<file path="config.mk">
export PLATFORM = sky130hd
export DESIGN_NAME = elevator_request_controller
export DESIGN_NICKNAME = d
export VERILOG_FILES = /design/src/sv/erc_pkg.sv /design/src/sv/erc_core.sv /design/src/sv/elevator_request_controller.sv
export SDC_FILE = /design/constraint.sdc
export NUM_CORES = 1
export LEC_CHECK = 0
export ABC_AREA = 0
export BUFFER_PORTS_ARGS = -buffer_cell sky130_fd_sc_hd__buf_2
export CELL_PAD_IN_SITES_DETAIL_PLACEMENT = 1
export CELL_PAD_IN_SITES_GLOBAL_PLACEMENT = 1
export CORE_MARGIN = 3
export CORE_UTILIZATION = 30
export DETAILED_ROUTE_END_ITERATION = 8
export PLACE_DENSITY = 0.57
export SYNTH_ARGS = -nofsm -noshare
export SYNTH_HDL_FRONTEND = slang
export SYNTH_SLANG_ARGS = --single-unit
</file>
<file path="constraint.sdc">
create_clock -name i_clk -period 4.8 [get_ports i_clk]
set_input_delay 0.96 -clock i_clk [delete_from_list [all_inputs] [get_ports i_clk]]
set_output_delay 0.96 -clock i_clk [all_outputs]
set_load 0.005 [all_outputs]
</file>
<file path="src/sv/erc_pkg.sv">
`timescale 1ns / 1ps

package erc_pkg;

    localparam int NUM_FLOORS  = 4;
    localparam int NUM_BUTTONS = 3;
    localparam int FLOOR_W     = $clog2(NUM_FLOORS);
    localparam int REQ_W       = NUM_FLOORS * NUM_BUTTONS;

    // event codes
    localparam logic [2:0] EV_TABLE        = 3'd0;
    localparam logic [2:0] EV_ARRIVAL      = 3'd1;
    localparam logic [2:0] EV_DOOR_TIMEOUT = 3'd2;
    localparam logic [2:0] EV_FLOOR_TIMEOUT = 3'd3;
    localparam logic [2:0] EV_STOP_PRESS   = 3'd4;
    localparam logic [2:0] EV_STOP_RELEASE = 3'd5;

    // motor and inertia directions
    localparam logic [1:0] DIR_STOP = 2'd0;
    localparam logic [1:0] DIR_UP   = 2'd1;
    localparam logic [1:0] DIR_DOWN = 2'd2;

    // timer commands
    localparam logic [1:0] TMR_NONE  = 2'd0;
    localparam logic [1:0] TMR_START = 2'd1;
    localparam logic [1:0] TMR_STOP  = 2'd2;

    // reported motion codes
    localparam logic [1:0] MC_IDLE   = 2'd0;
    localparam logic [1:0] MC_MOVING = 2'd1;
    localparam logic [1:0] MC_DOOR   = 2'd2;

    typedef enum logic [2:0] {
        MV_IDLE   = 3'b001,
        MV_MOVING = 3'b010,
        MV_DOOR   = 3'b100
    } t_motion;

    typedef struct packed {
        logic [2:0]         func;
        logic [FLOOR_W-1:0] sensor_floor;
        logic               at_floor;
        logic [REQ_W-1:0]   request_bits;
        logic               obstructed;
    } t_item;

    typedef struct packed {
        t_motion            motion;
        logic [1:0]         inertia;
        logic               halted;
        logic               door_open;
        logic               fault;
        logic [FLOOR_W-1:0] floor;
        logic               door_running;
        logic [1:0]         motor;
    } t_state;

    typedef struct packed {
        logic [1:0]         motion_state;
        logic [2:0]         clear_mask;
        logic [1:0]         floor_timer_cmd;
        logic [1:0]         door_timer_cmd;
        logic [FLOOR_W-1:0] floor_shown;
        logic               fault_flag;
        logic               stop_lamp;
        logic               door_is_open;
        logic [1:0]         motor_cmd;
    } t_result;

    typedef struct packed {
        logic                   above;
        logic                   here;
        logic                   below;
        logic [NUM_BUTTONS-1:0] btn;
    } t_floor_info;

    typedef struct packed {
        logic [1:0] dir;
        t_motion    mv;
    } t_decision;

    function automatic t_floor_info analyze(input logic [REQ_W-1:0] reqs,
                                            input logic [FLOOR_W-1:0] f);
        t_floor_info info;
        logic        here_g;
        info = '0;
        for (int g = 0; g < NUM_FLOORS; g++) begin
            here_g = |reqs[g*NUM_BUTTONS +: NUM_BUTTONS];
            if (g > int'(f)) begin
                info.above = info.above | here_g;
            end else if (g < int'(f)) begin
                info.below = info.below | here_g;
            end else begin
                info.here = here_g;
                info.btn  = reqs[g*NUM_BUTTONS +: NUM_BUTTONS];
            end
        end
        return info;
    endfunction

    function automatic t_decision choose(input logic [1:0] inertia, input t_floor_info fi);
        t_decision d;
        d.dir = DIR_STOP;
        d.mv  = MV_IDLE;
        if (inertia == DIR_UP) begin
            if (fi.above) begin
                d.dir = DIR_UP;
                d.mv  = MV_MOVING;
            end else if (fi.here) begin
                d.mv = MV_DOOR;
            end else if (fi.below) begin
                d.dir = DIR_DOWN;
                d.mv  = MV_MOVING;
            end
        end else if (inertia == DIR_DOWN) begin
            if (fi.below) begin
                d.dir = DIR_DOWN;
                d.mv  = MV_MOVING;
            end else if (fi.here) begin
                d.mv = MV_DOOR;
            end else if (fi.above) begin
                d.dir = DIR_UP;
                d.mv  = MV_MOVING;
            end
        end else if (inertia == DIR_STOP) begin
            if (fi.here) begin
                d.mv = MV_DOOR;
            end else if (fi.above) begin
                d.dir = DIR_UP;
                d.mv  = MV_MOVING;
            end else if (fi.below) begin
                d.dir = DIR_DOWN;
                d.mv  = MV_MOVING;
            end
        end
        return d;
    endfunction

    function automatic logic should_stop(input logic [1:0] inertia, input t_floor_info fi);
        logic s;
        if (inertia == DIR_DOWN) begin
            s = fi.btn[1] | fi.btn[2] | ~fi.below;
        end else if (inertia == DIR_UP) begin
            s = fi.btn[0] | fi.btn[2] | ~fi.above;
        end else begin
            s = 1'b1;
        end
        return s;
    endfunction

    function automatic logic [2:0] clear_here(input logic [1:0] inertia, input t_floor_info fi);
        logic [2:0] m;
        m = 3'b100;
        if (inertia == DIR_UP) begin
            m[0] = 1'b1;
            if (!fi.above && !fi.btn[0]) m[1] = 1'b1;
        end else if (inertia == DIR_DOWN) begin
            m[1] = 1'b1;
            if (!fi.below && !fi.btn[1]) m[0] = 1'b1;
        end else begin
            m[1:0] = 2'b11;
        end
        return m;
    endfunction

endpackage

</file>
<file path="src/sv/erc_core.sv">
`timescale 1ns / 1ps

module erc_core (
    input  erc_pkg::t_item   i_item,
    input  erc_pkg::t_state  i_state,
    output erc_pkg::t_state  o_state,
    output erc_pkg::t_result o_result
);

    erc_pkg::t_state                 st;
    erc_pkg::t_floor_info            info;
    erc_pkg::t_decision              dec;
    erc_pkg::t_decision              exec_dec;
    logic                            do_exec;
    logic [erc_pkg::FLOOR_W-1:0]     sf_sat;
    logic [erc_pkg::FLOOR_W-1:0]     f_eff;
    logic [1:0]                      door_cmd;
    logic [1:0]                      floor_cmd;
    logic [2:0]                      mask;
    logic                            stop_here;
    logic [2:0]                      clr;
    logic [1:0]                      motion_code;

    always_comb begin
        sf_sat = (int'(i_item.sensor_floor) >= erc_pkg::NUM_FLOORS)
               ? erc_pkg::FLOOR_W'(erc_pkg::NUM_FLOORS - 1) : i_item.sensor_floor;
        f_eff  = (i_item.func == erc_pkg::EV_ARRIVAL && i_item.at_floor) ? sf_sat
               : i_state.floor;
        info      = erc_pkg::analyze(i_item.request_bits, f_eff);
        dec       = erc_pkg::choose(i_state.inertia, info);
        stop_here = erc_pkg::should_stop(i_state.inertia, info);
        clr       = erc_pkg::clear_here(i_state.inertia, info);
    end

    always_comb begin
        st        = i_state;
        door_cmd  = erc_pkg::TMR_NONE;
        floor_cmd = erc_pkg::TMR_NONE;
        mask      = 3'b000;
        do_exec   = 1'b0;
        exec_dec  = dec;
        unique case (i_item.func)
            erc_pkg::EV_TABLE: begin
                if (i_state.motion == erc_pkg::MV_DOOR) begin
                    if (stop_here) begin
                        st.door_running = 1'b1;
                        door_cmd        = erc_pkg::TMR_START;
                        mask            = clr;
                    end
                end else if (i_state.motion == erc_pkg::MV_IDLE) begin
                    if (dec.mv == erc_pkg::MV_DOOR) begin
                        st.door_open    = 1'b1;
                        st.door_running = 1'b1;
                        door_cmd        = erc_pkg::TMR_START;
                        do_exec         = 1'b1;
                        mask            = clr;
                    end else if (i_item.obstructed) begin
                        if (!i_state.door_running) begin
                            st.door_running = 1'b1;
                            door_cmd        = erc_pkg::TMR_START;
                        end
                    end else begin
                        st.door_open = 1'b0;
                        do_exec      = 1'b1;
                    end
                end
            end
            erc_pkg::EV_ARRIVAL: begin
                st.floor  = f_eff;
                st.fault  = 1'b0;
                floor_cmd = erc_pkg::TMR_START;
                if (i_state.motion == erc_pkg::MV_MOVING && stop_here) begin
                    st.motor        = erc_pkg::DIR_STOP;
                    st.door_open    = 1'b1;
                    st.door_running = 1'b1;
                    door_cmd        = erc_pkg::TMR_START;
                    floor_cmd       = erc_pkg::TMR_STOP;
                    st.motion       = erc_pkg::MV_DOOR;
                    mask            = clr;
                end
            end
            erc_pkg::EV_DOOR_TIMEOUT: begin
                st.door_running = 1'b0;
                door_cmd        = erc_pkg::TMR_STOP;
                if (i_item.obstructed) begin
                    st.door_running = 1'b1;
                    door_cmd        = erc_pkg::TMR_START;
                end else if (i_state.motion == erc_pkg::MV_DOOR) begin
                    do_exec = 1'b1;
                    if (dec.mv == erc_pkg::MV_DOOR) begin
                        st.door_running = 1'b1;
                        door_cmd        = erc_pkg::TMR_START;
                        mask            = clr;
                    end else begin
                        st.door_open = 1'b0;
                    end
                end
            end
            erc_pkg::EV_FLOOR_TIMEOUT: begin
                floor_cmd = erc_pkg::TMR_STOP;
                if (i_state.motion == erc_pkg::MV_MOVING) st.fault = 1'b1;
            end
            erc_pkg::EV_STOP_PRESS: begin
                st.halted = 1'b1;
                st.motor  = erc_pkg::DIR_STOP;
                if (i_item.at_floor) begin
                    st.door_open    = 1'b1;
                    st.door_running = 1'b1;
                    door_cmd        = erc_pkg::TMR_START;
                end
                st.motion = erc_pkg::MV_IDLE;
                floor_cmd = erc_pkg::TMR_STOP;
            end
            erc_pkg::EV_STOP_RELEASE: begin
                st.halted = 1'b0;
                if (i_state.door_open) begin
                    st.motion       = erc_pkg::MV_DOOR;
                    st.door_running = 1'b1;
                    door_cmd        = erc_pkg::TMR_START;
                    mask            = clr;
                end else begin
                    do_exec = 1'b1;
                    if (i_state.inertia == erc_pkg::DIR_UP) begin
                        exec_dec.dir = erc_pkg::DIR_UP;
                        exec_dec.mv  = erc_pkg::MV_MOVING;
                    end else if (i_state.inertia == erc_pkg::DIR_DOWN) begin
                        exec_dec.dir = erc_pkg::DIR_DOWN;
                        exec_dec.mv  = erc_pkg::MV_MOVING;
                    end else begin
                        exec_dec.dir = erc_pkg::DIR_STOP;
                        exec_dec.mv  = erc_pkg::MV_IDLE;
                    end
                end
            end
            default: begin
            end
        endcase
        // direction decision takes effect only when not halted
        if (do_exec && !st.halted) begin
            st.motor  = exec_dec.dir;
            st.motion = exec_dec.mv;
            floor_cmd = (exec_dec.mv == erc_pkg::MV_MOVING) ? erc_pkg::TMR_START
                                                            : erc_pkg::TMR_STOP;
            if (exec_dec.dir != erc_pkg::DIR_STOP) st.inertia = exec_dec.dir;
        end
    end

    always_comb begin
        unique case (st.motion)
            erc_pkg::MV_MOVING: motion_code = erc_pkg::MC_MOVING;
            erc_pkg::MV_DOOR:   motion_code = erc_pkg::MC_DOOR;
            default:            motion_code = erc_pkg::MC_IDLE;
        endcase
    end

    assign o_state = st;

    always_comb begin
        o_result.motor_cmd       = st.motor;
        o_result.door_is_open    = st.door_open;
        o_result.stop_lamp       = st.halted;
        o_result.fault_flag      = st.fault;
        o_result.floor_shown     = st.floor;
        o_result.door_timer_cmd  = door_cmd;
        o_result.floor_timer_cmd = floor_cmd;
        o_result.clear_mask      = mask;
        o_result.motion_state    = motion_code;
    end

endmodule

</file>
<file path="src/sv/elevator_request_controller.sv">
`timescale 1ns / 1ps

// Single-car elevator controller. Each transfer on the slave stream is one event (kind in
// s_axis_tuser) carrying the full request table, floor sensor and obstruction switch; each
// event produces exactly one result transfer with motor, door, lamp, timer commands and the
// mask of buttons served at the current floor. One event is taken every clock cycle while the
// master stream accepts results (m_axis_tready high); a result is offered on the master stream
// once its event has passed from the input register through the combinational core into the
// result register, and the controller state updates in the same cycle as its result, so
// back-to-back events see each other's effects in order. The output register lets the next
// event enter while a result waits for m_axis_tready.

module elevator_request_controller (
    input  logic        i_clk,
    input  logic        i_rst_n,
    input  logic        s_axis_tvalid,
    output logic        s_axis_tready,
    input  logic [15:0] s_axis_tdata,   // sensor_floor[1:0], at_floor, request_bits[11:0], obstructed
    input  logic [2:0]  s_axis_tuser,   // func
    output logic        m_axis_tvalid,
    input  logic        m_axis_tready,
    output logic [15:0] m_axis_tdata    // motor_cmd[1:0], door_is_open, stop_lamp, fault_flag,
                                        // floor_shown[1:0], door_timer_cmd[1:0],
                                        // floor_timer_cmd[1:0], clear_mask[2:0], motion_state[1:0]
);

    logic             r_in_valid;
    erc_pkg::t_item   r_in;
    erc_pkg::t_state  r_state;
    erc_pkg::t_state  n_state;
    logic             r_out_valid;
    erc_pkg::t_result r_out;
    erc_pkg::t_result n_out;
    logic             advance;
    erc_pkg::t_item   s_item;

    assign advance       = r_in_valid && (!r_out_valid || m_axis_tready);
    assign s_axis_tready = i_rst_n && (!r_in_valid || advance);

    always_comb begin
        s_item.func         = s_axis_tuser;
        s_item.sensor_floor = s_axis_tdata[1:0];
        s_item.at_floor     = s_axis_tdata[2];
        s_item.request_bits = s_axis_tdata[14:3];
        s_item.obstructed   = s_axis_tdata[15];
    end

    erc_core u_core (
        .i_item   (r_in),
        .i_state  (r_state),
        .o_state  (n_state),
        .o_result (n_out)
    );

    always_ff @(posedge i_clk) begin
        if (!i_rst_n) begin
            r_in_valid <= 1'b0;
        end else if (s_axis_tvalid && s_axis_tready) begin
            r_in_valid <= 1'b1;
        end else if (advance) begin
            r_in_valid <= 1'b0;
        end
    end

    always_ff @(posedge i_clk) begin
        if (s_axis_tvalid && s_axis_tready) begin
            r_in <= s_item;
        end
    end

    always_ff @(posedge i_clk) begin
        if (!i_rst_n) begin
            r_state.motion       <= erc_pkg::MV_IDLE;
            r_state.inertia      <= erc_pkg::DIR_STOP;
            r_state.halted       <= 1'b0;
            r_state.door_open    <= 1'b0;
            r_state.fault        <= 1'b0;
            r_state.floor        <= '0;
            r_state.door_running <= 1'b0;
            r_state.motor        <= erc_pkg::DIR_STOP;
        end else if (advance) begin
            r_state <= n_state;
        end
    end

    always_ff @(posedge i_clk) begin
        if (!i_rst_n) begin
            r_out_valid <= 1'b0;
        end else if (advance) begin
            r_out_valid <= 1'b1;
        end else if (m_axis_tready) begin
            r_out_valid <= 1'b0;
        end
    end

    always_ff @(posedge i_clk) begin
        if (advance) begin
            r_out <= n_out;
        end
    end

    assign m_axis_tvalid = r_out_valid;
    assign m_axis_tdata  = r_out;

endmodule

</file>
# --- Yosys cells after proc, flatten, opt, wreduce, memory -nomap -nowiden ---
# Cells that the tools add are included.
word_totals:
  reg_bits: 50
  inputBits: 23
  output_inout_bits: 18
classes:
  eq_ne: 20
  order_cmp: 6
  n_mux: 113
  bitwise: 10
  reduce_logical: 30
ops:
  columns: ["cell", "count"]
  rows:
  - ["5-bit 2-to-1 mux", 14]
  - ["3-bit 2-to-1 mux", 18]
  - ["1-bit 2-to-1 mux", 53]
  - ["2-bit 2-to-1 mux", 16]
  - ["3-bit by 2-bit equality test with 1-bit output, second input constant", 5]
  - ["3-bit equality test, second input constant", 5]
  - ["2-bit case mux with 2 select lines", 3]
  - ["3-bit case mux with 4 select lines", 1]
  - ["3-bit OR reduction", 4]
  - ["2-bit case mux with 5 select lines", 1]
  - ["3-bit case mux with 3 select lines", 1]
  - ["1-bit logical AND", 8]
  - ["1-bit OR", 8]
  - ["8-bit AND reduction", 1]
  - ["1-bit zero test", 7]
  - ["3-bit by 1-bit equality test with 1-bit output, second input constant", 2]
  - ["2-bit inequality test, second input constant", 3]
  - ["2-bit nonzero test", 3]
  - ["1-bit case mux with 5 select lines", 1]
  - ["5-bit nonzero test", 1]
  - ["2-bit > comparator, first input constant", 2]
  - ["1-bit by 2-bit < comparator with 1-bit output, first input constant", 2]
  - ["4-bit 2-to-1 mux", 1]
  - ["4-bit by 2-bit inequality test with 1-bit output, second input constant", 1]
  - ["15 further kinds", 18]

# --- Depth between registers and ports, before layout ---
# Gate-level depths: netlist (run 1).
depth:
  word_depth: 26
  depth_mapped: 11
  mapped_depth_nobuf: 9

# --- Modules after synthesis ---
# Synthesis (run 1) repeated with hierarchy kept, for this count alone.
unflattened:
  hier_cells: 264
  area_unflattened_um2: 2797.7
modules_own_cells:
  columns: ["mod", "seq_area_each_um2", "cells_each", "area_each_um2", "n_inst"]
  rows:
  - ["elevator_request_controller", 1351.3, 101, 1677.9, 1]
  - ["erc_core", 0.0, 163, 1119.8, 1]

# --- Worst setup path after synthesis (run 1) ---
# No wires, ideal clock.
synth_path:
  kind: "reg-to-reg"
  from: "reg r_in[17] in the netlist's numbering"
  to: "reg r_out (netlist bit m_axis_tdata[12]) (data pin)"
  required_ns: 4.545
  arrival_ns: 3.087
  n_path_buf: 1
  path_slack_ns: 1.458
  stages_incl_launch_ff: 10
  cell_sequence: "edfxtp_1 > buf_2 > and4bb_4 > mux2i_2 > mux4_1 > a2111o_1 > o41ai_4 > nor3_2 > or4_4 > and2_1"
synth_rtl:
  columns: ["item", "line_no", "source"]
  rows:
  - ["start: declaration", "elevator_request_controller.sv:28", "erc_pkg::t_item r_in;"]
  - ["start signal: assignment", "elevator_request_controller.sv:67", "r_in <= s_item;"]
  - ["end signal: assignment", "elevator_request_controller.sv:98", "r_out <= n_out;"]
  - ["end: declaration", "elevator_request_controller.sv:32", "erc_pkg::t_result r_out;"]

==> results.txt, run 1 <==
The run finished with clean final reports. The met1 routing resource usage after global routing is 20.1%, and the number of clock sinks seen by CTS is 50. The worst ir drop on vdd was 119 uV. Net switching is 25.6% of the power.

After global routing the overflow that remains totals 0. The floorplan has 34 rows. Count of maximum capacitance violations: 0.

In the routed layout, each cell is associated on average with a via count of 5.45. The number of clock buffers added by TritonCTS is 5. The measured slew at the worst slew-check pin is 0.901 ns, and the via count of the first global-routing pass is 2307. The Yosys step of the flow raised 0 warnings. The first routing iteration left 95 violations. The share of total power dissipated in combinational logic is 12.0%. For the net switching power, the log shows 0.234 mW. For the initial antenna violation count, the log shows 0.

Mean cell area of the mapped netlist: 10.3 um2. The worst slack on hold paths was 0.514 ns; the number of gates given a new drive strength after cts was 0. Clock-pin slew was measured on the worst setup and hold paths at 0.10 ns. Post-synthesis net count: 290. For the count of nets left with antenna violations after detail routing, the log shows 0. Global-route usage over all layers: 15.5%. Input and output buffers added on the ports amount to 40. In this run the worst path has a maximum fanout of 16. Area fraction of the dominant cell type after synthesis: 38.5%.

In this design, the largest share of critical-path delay is due to simple AND/OR/NAND/NOR gates. The part of the Yosys area used for sequential elements is 49.6%. Yosys instantiated no cell more often than sky130_fd_sc_hd__edfxtp_1. The tree is rooted in a sky130_fd_sc_hd__clkbuf_8.

The via count of the routed design came out at 2228. The tools report the detailed-router iteration count before antenna repair as 4. At the end of the flow, the number of nets in the layout was 326. In the synthesized netlist the async set-or-reset flop fraction comes to 0%.

Traced cell by cell, the critical path runs through and4bb_4 > mux2i_2 > inv_2 > o41a_1 > o41ai_4 > nor3_2 > or4_4 > and2_1. Per report_power, the sequential group accounts for 54.1% of the total. The logs give 33.9% for the clock power share and 0.681 mW for the total internal power.

Summed over all cells, the static leakage comes to 1.16 nW. The synthesized instance count was 264; the area of the placeable core was 8760 um2. CTS built an H-tree with a depth of 2. The logs give 2730 um2 for the area of the mapped netlist and 7590 um for the aggregate routed wire length. The average wire per standard cell came out at 18.6 um. For met3 alone, demand over resource in global routing was 2.75%.

Setup repair after global routing left no endpoint under its margin. The tools report the upper clock frequency limit as 253 MHz. The number of enable-type register cells in the synthesized netlist was 35; the maximum count of clock buffers along a single path was 2.

Setup violations remaining at the end of the flow were counted as 0. Yosys mapped the design onto 60 distinct sky130hd cell types. The number of buffer and inverter instances along the worst setup path came out at 1.

The floorplan step set the die width to 101 um. Minimum clock period after layout: 3.95 ns. The number of hold buffers added after CTS was 0. Entering global routing, the biggest net connects 20 pins.

Wire length of the first global-routing pass: 12300 um. At the end of routability-driven placement, the weighted congestion stood at 0.858. The total power density per cell area was 292 nW/um2. The type of the worst setup path is reg -> reg. Across the routed clock network, the largest skew measured is 0.00573 ns. Cells with a size suffix above 1 make up 21.9% of the layout. Once the clock tree was built, the setup fixing pass inserted 0 buffers.

Synthesis inferred 50 register bits. For this run, the slowest stage of the critical path takes 0.62 ns. Worst hold path class: reg -> reg.

The worst-path cell with the longest stage delay is sky130_fd_sc_hd__edfxtp_1. TritonCTS built the clock tree. Summed over all failing endpoints, the final setup total negative slack is 0 ns. The run gives 4.03 ns as the arrival time reported for the critical path endpoint. Sorting the synthesized cells by area gives the leading types as sky130_fd_sc_hd__edfxtp_1, sky130_fd_sc_hd__dfxtp_1, sky130_fd_sc_hd__nor2_1, sky130_fd_sc_hd__a21oi_1, sky130_fd_sc_hd__o21ai_0. 0 antenna diodes ended up in the layout. The floorplan step set the die height to 101 um. The initial utilization of the core area, before any placement, comes to 31.1%. Final number of hold-violating endpoints: 0. The worst setup path is launched from a flip-flop. The estimated wirelength of the detail-placed design came out at 5620 um. Peak-usage layer in the global routing report: met2. The floorplan die area was 10300 um2; the max-slew headroom at the worst pin was 39.9%.

In the routed design, unresolved DRC markers number 0. The final-report max-slew violation count is 0. Prevailing post-synth register cell: sky130_fd_sc_hd__edfxtp_1.

In the synthesized netlist, the cells that appear most often are sky130_fd_sc_hd__edfxtp_1, sky130_fd_sc_hd__nor2_1, sky130_fd_sc_hd__a21oi_1. After layout, the worst path uses 82.4% of the clock period. The tools report the number of top-level pins as 41. The met2 demand-to-capacity share in global routing came out at 26.6%. Clock latency on the worst-skew pair, taken at its later pin, is 0.31 ns.

STA classifies the critical path endpoint as a flip-flop. The layout-stage area growth over the synthesis result was 14.9%. At the worst endpoint, the required time is 4.87 ns. Of all cell types, the one taking the most synthesized area is sky130_fd_sc_hd__edfxtp_1.
power by group through the flow:
stage          logic, mW  clock network (mW)  registers [mW]
3_5_place_dp       0.110                   0           0.506
5_1_grt            0.122               0.344           0.498
2_1_floorplan     0.0747                   0           0.499
6_report           0.110               0.310           0.495
3_3_place_gp       0.109                   0           0.505
4_1_cts            0.110               0.323           0.496
routing by layer:
metal / wire (um) / part of all wire [%] / vias to the layer above
met3: 241 / 3.2 / 5
li1: - / - / 1076
met1: 3500 / 46 / 1104
met2: 3780 / 50 / 43
met5: 0 / 0 / -
met4: 69 / 0.91 / 0
tightest hold or removal path: cells and delay by family, from the launching register on:
kind             cells  cell delay (ns)
and+or+nand+nor      1             0.07
muxes                1             0.07
DFF                  1             0.35
final timing paths:
check	startpoint	to	slack, ns	cells past startpoint
setup / recovery	r_in[18]	m_axis_tdata[12]	0.85	8
hold / removal	r_state[5]	r_state[5]	0.51	2
setup reg to reg	r_in[18]	m_axis_tdata[12]	0.85	8
hold reg to reg	r_state[5]	r_state[5]	0.51	2
cell type report:
cell class	instances	area (um2)
Clock buffer	5	68.8
Clock inverter	3	43.8
Timing Repair Buffer	41	208
Tap cell	108	135
Fill cell	1015	5630
Sequential cell	50	1350
Multi-Input combinational cell	187	1270
Inverter	15	56.3
kinds of logic after synthesis:
family | count (synthesis) | synth area share [%]
and+or+nand+nor | 93 | 18.3
AOI/OAI and AO/OA | 79 | 20.2
DFF | 50 | 49.6
buffers and inverters | 27 | 3.85
muxes | 11 | 6.33
adders and majority gates | 4 | 1.74
state kept, by name, indices dropped and copies added (netlist names):
name / cells
r_in_valid: 1
m_axis_tdata: 16
r_in: 19
m_axis_tvalid: 1
r_state: 13
layout by cell type, fill, tap and decap left out, types with 2 or more instances in the layout:
master	instances
sky130_fd_sc_hd__a211oi_1	3
sky130_fd_sc_hd__a21o_1	3
sky130_fd_sc_hd__a21oi_1	20
sky130_fd_sc_hd__a31oi_1	5
sky130_fd_sc_hd__a41oi_1	2
sky130_fd_sc_hd__and2_1	4
sky130_fd_sc_hd__buf_2	40
sky130_fd_sc_hd__clkbuf_8	5
sky130_fd_sc_hd__dfxtp_1	15
sky130_fd_sc_hd__edfxtp_1	35
sky130_fd_sc_hd__ha_1	3
sky130_fd_sc_hd__inv_1	13
sky130_fd_sc_hd__inv_2	2
sky130_fd_sc_hd__mux2i_1	4
sky130_fd_sc_hd__mux2i_2	2
sky130_fd_sc_hd__mux4_2	2
sky130_fd_sc_hd__nand2_1	18
sky130_fd_sc_hd__nand2b_1	4
sky130_fd_sc_hd__nand3_1	2
sky130_fd_sc_hd__nand4b_1	2
sky130_fd_sc_hd__nor2_1	28
sky130_fd_sc_hd__nor2b_1	2
sky130_fd_sc_hd__nor3_1	10
sky130_fd_sc_hd__nor3b_1	2
sky130_fd_sc_hd__nor4_1	4
sky130_fd_sc_hd__o211ai_1	5
sky130_fd_sc_hd__o21a_1	3
sky130_fd_sc_hd__o21ai_0	14
sky130_fd_sc_hd__o21bai_1	2
sky130_fd_sc_hd__o22ai_1	2
sky130_fd_sc_hd__o31ai_1	3
sky130_fd_sc_hd__o32ai_1	2
sky130_fd_sc_hd__or3_1	5
sky130_fd_sc_hd__or3b_2	4
sky130_fd_sc_hd__or4_1	2
stage by stage:
stage | utilization [%] | setup slack, ns | instance area, um2 | power, mW | instances
floorplan | - | 1.46 | 2730 | 0.573 | 264
global placement | 34.5 | 1.05 | 3020 | 0.614 | 401
detailed placement | 34.5 | 0.918 | 3020 | 0.615 | 401
CTS | 35.8 | 0.896 | 3130 | 0.930 | 409
global route | 35.8 | 0.628 | 3130 | 0.964 | 409
finish | 35.8 | 0.845 | 3130 | 0.915 | 409
Note: power is estimated with default switching activity, not from simulation.
==> inputs of run 2 (changes only) <==
--- a/config.mk
+++ b/config.mk
@@ -12,7 +12,7 @@
 export CORE_MARGIN = 3
 export CORE_UTILIZATION = 30
 export DETAILED_ROUTE_END_ITERATION = 8
-export PLACE_DENSITY = 0.57
+export PLACE_DENSITY = 0.59
 export SYNTH_ARGS = -nofsm -noshare
 export SYNTH_HDL_FRONTEND = slang
 export SYNTH_SLANG_ARGS = --single-unit
==> constraint.sdc (replaced) <==
create_clock -name i_clk -period 3.55 [get_ports i_clk]
set_input_delay 0.71 -clock i_clk [delete_from_list [all_inputs] [get_ports i_clk]]
set_output_delay 0.71 -clock i_clk [all_outputs]
set_load 0.005 [all_outputs]
==> run 2 against run 1 <==
- critical path depth stayed put
- non-clock buffer count is 11 higher
- sequential share of layout area down 1.1 points
- combinational power up 47%
- core utilization up 0.94 points
- register-to-register slack got worse by 0.70 ns
- sequential cell count did not move
- clock skew grew 0.0023 ns
- critical endpoint is now m_axis_tdata[11]
- highest routed layer unchanged
==> results.txt, run 2 (same netlist as run 1, synthesis figures left out) <==
Number of filler cells placed in the layout: 996 (-1.9%). The final clock period utilization by the worst path is 95.8% (+13 points), and the number of flip-flops under the largest register name is 19 (unchanged). The number of cells on the worst hold path came out at 2 (unchanged).

The starting density of the core is 31.1% (unchanged), and the clock-pin slew on the worst setup and hold paths is 0.10 ns (about the same). Setup repair after global routing left no endpoint under its margin. The flow ran to the end, and the final reports show no timing, DRC or antenna violations. Type of the worst setup path: reg -> reg.

Counting flops per register, the top entry is r_in. The tools report the initial antenna violation count as 0 (unchanged). The post-layout net count was 337 (+3.4%).

The post-layout total power came out at 1.25 mW (+36%). The measured slew at the worst slew-check pin was 0.860 ns (-0.0417 ns). The maximum fanout encountered on the critical timing path was 7 (-9); the via count of the first global-routing pass was 2338 (+1.3%).

Upper clock frequency limit: 294 MHz (+16%). The tools report the aggregate routed wire length as 7470 um (-1.7%). The logs give 0 ns (unchanged) for the total negative slack for setup checks and 420 (+2.7%) for the number of cells in the finished layout apart from fillers. The cell depth of the worst setup path works out to 8 (unchanged). The max-slew headroom at the worst pin was 42.7% (+2.8 points). The static power due to leakage is 1.21 nW (+4.5%). The maximum count of clock buffers along a single path came out at 2 (unchanged). In this run the clock root is driven by a sky130_fd_sc_hd__clkbuf_8.

The post-route clock skew is 0.00808 ns (+0.00235 ns), and the width of the die is 101 um (unchanged). The final weighted congestion in routability-driven placement is 0.873 (+1.7%). The worst ir drop on vdd came out at 147 uV (+24%).

Estimated wirelength of the detail-placed design: 5700 um (+1.5%). Leaving out fill and tap cells, the most frequent cells in the layout are sky130_fd_sc_hd__buf_2, sky130_fd_sc_hd__edfxtp_1, sky130_fd_sc_hd__nor2_1, sky130_fd_sc_hd__a21oi_1, sky130_fd_sc_hd__nand2_1. The post-cts hold buffer count was 0 (unchanged).

The tools report the via count of the routed design as 2256 (+1.3%). The count of maximum capacitance violations was 0 (unchanged); the layout-stage area growth over the synthesis result was 17.9%. For the register area, the log shows 1350 um2 (unchanged). Worst-path cell with the longest stage delay: sky130_fd_sc_hd__mux4_1. The library cell used most frequently in the layout, excluding fill and tap cells, is sky130_fd_sc_hd__buf_2. The largest stage delay on the critical path is 0.64 ns (+0.02 ns). The average wire per standard cell is 17.8 um (-4.2%). The logs give 41 (unchanged) for the number of top-level pins and 1270 um2 (unchanged) for the area of the multi-input gates. For the floorplan die area, the log shows 10300 um2 (unchanged). TritonCTS built the clock tree. The logs give 12200 um (-0.84%) for the wire length of the first global-routing pass and 0.31 ns (about the same) for the insertion delay to the later sink of the worst-skew pair. The total power density per cell area came out at 388 nW/um2 (+33%). The worst hold path class is reg -> reg. The count of nets left with antenna violations after detail routing is 0 (unchanged). The global-route usage over all layers is 15.1% (-0.41 points). The logs give 0 (unchanged) for the final-report max-slew violation count and 0 (unchanged) for the final antenna diode count. The vertical die dimension came out at 101 um (unchanged). The number of gates given a new drive strength after cts is 0 (unchanged), and the average via count per standard cell is 5.37 (-1.4%).

The critical path starts at r_in[18]. The worst-case reg-to-reg path depth is 8 (unchanged), and the final number of hold-violating endpoints is 0 (unchanged). Arrival time reported for the critical path endpoint: 3.47 ns (-0.56 ns).

Kind of cell adding the most delay to the critical path: simple AND/OR/NAND/NOR gates. For the number of CTS-inserted buffers, the log shows 5 (unchanged). The run gives 411 (+2.5%) as the cell total after placement.

The worst setup path is launched from a flip-flop. The proportion of layout cells with a drive suffix above 1 is 24.7% (+2.8 points), and the number of standard-cell rows in the floorplan is 34 (unchanged). The tools report the number of H-tree levels as 2 (unchanged). The count of unresolved DRC violations after routing is 0 (unchanged), and the setup-violating endpoint count in the final report is 0 (unchanged). The source of the worst register-to-register timing path is r_in[18].

The largest net degree at the start of global routing came out at 20 (unchanged). The global route total overflow came out at 0 (unchanged). Number of clock sinks seen by CTS: 50 (unchanged). Traced cell by cell, the critical path runs through and4bb_4 > mux2i_2 > mux4_1 > a2111o_1 > o41ai_4 > nor3_2 > or4_4 > and2_1. The area of the placeable core is 8760 um2 (unchanged), and the quantity of I/O buffers inserted on ports is 40 (unchanged).

The DRC marker count from the first detailed-route iteration was 68 (-28%). In this run the most critical hold path is launched from r_state[5]. The required time at the endpoint of the critical path is 3.62 ns (-1.25 ns). The detailed-router iteration count before antenna repair is 4 (unchanged). The endpoint type of the worst setup path was a flip-flop.

The register-to-register path setup slack came out at 0.15 ns (-0.70 ns). The number of buffer and inverter instances along the worst setup path works out to 0 (-1). The minimum clock period after layout was 3.40 ns (-0.555 ns).
-- run 2: cell types whose count changed in the layout (fill, tap and decap cells not counted), sizes merged --
cell	previous run	this run
buf	41	52
-- run 2: what timing repair did --
action                                 in CTS  in global routing
buffers inserted                            0                  1
endpoints found under the hold margin       0                  0
setup endpoints to repair                   0                  2
-- run 2: where the power goes --
group          switching [mW]  total, mW  leakage [nW]  internal, mW
registers              0.0146      0.665         0.454         0.651
logic                  0.0958      0.162         0.695        0.0662
clock network           0.210      0.421        0.0585         0.212
total                   0.320       1.25          1.21         0.929
-- run 2: metrics by stage --
stage	hold WS (ns)	util, %	worst slack (ns)	area, um2
final	0.509	36.7	0.150	3220
after global routing	0.555	36.7	0.0330	3220
after CTS	0.513	36.6	0.0420	3210
after detailed placement	0.492	35.3	0.0790	3100
after global placement	0.480	35.3	0.196	3100
after floorplan	0.461	-	0.208	2730
-- run 2: final timing paths --
check	end
hold / removal	r_state[5]
setup reg to reg	m_axis_tdata[11]
hold reg to reg	r_state[5]
setup / recovery	m_axis_tdata[11]
-- run 2: cell type report --
cell class	count	share of cell area [%]
clock buffers	5	2.14
clock inverters	3	1.36
inverters	15	1.75
multi-input cells	187	39.5
flip-flops and latches	50	42.0
well taps	108	4.20
repair buffers	52	9.03
-- run 2: worst register-to-register path: cells and delay by family (launching register included) --
family / cells / cell delay, ns
compound gates: 2 / 0.49
flops: 1 / 0.39
mux: 2 / 0.99
simple gates: 4 / 1.29
-- run 2: per-layer routing --
| metal | vias to the layer above | share of wire [%] | GRT usage, % |
|---|---|---|---|
| met5 | - | 0 | 0 |
| met4 | 0 | 1.6 | 3.89 |
| met3 | 11 | 3.0 | 2.41 |
| met2 | 44 | 49 | 25.6 |
| met1 | 1101 | 46 | 20.0 |
| li1 | 1100 | - | - |
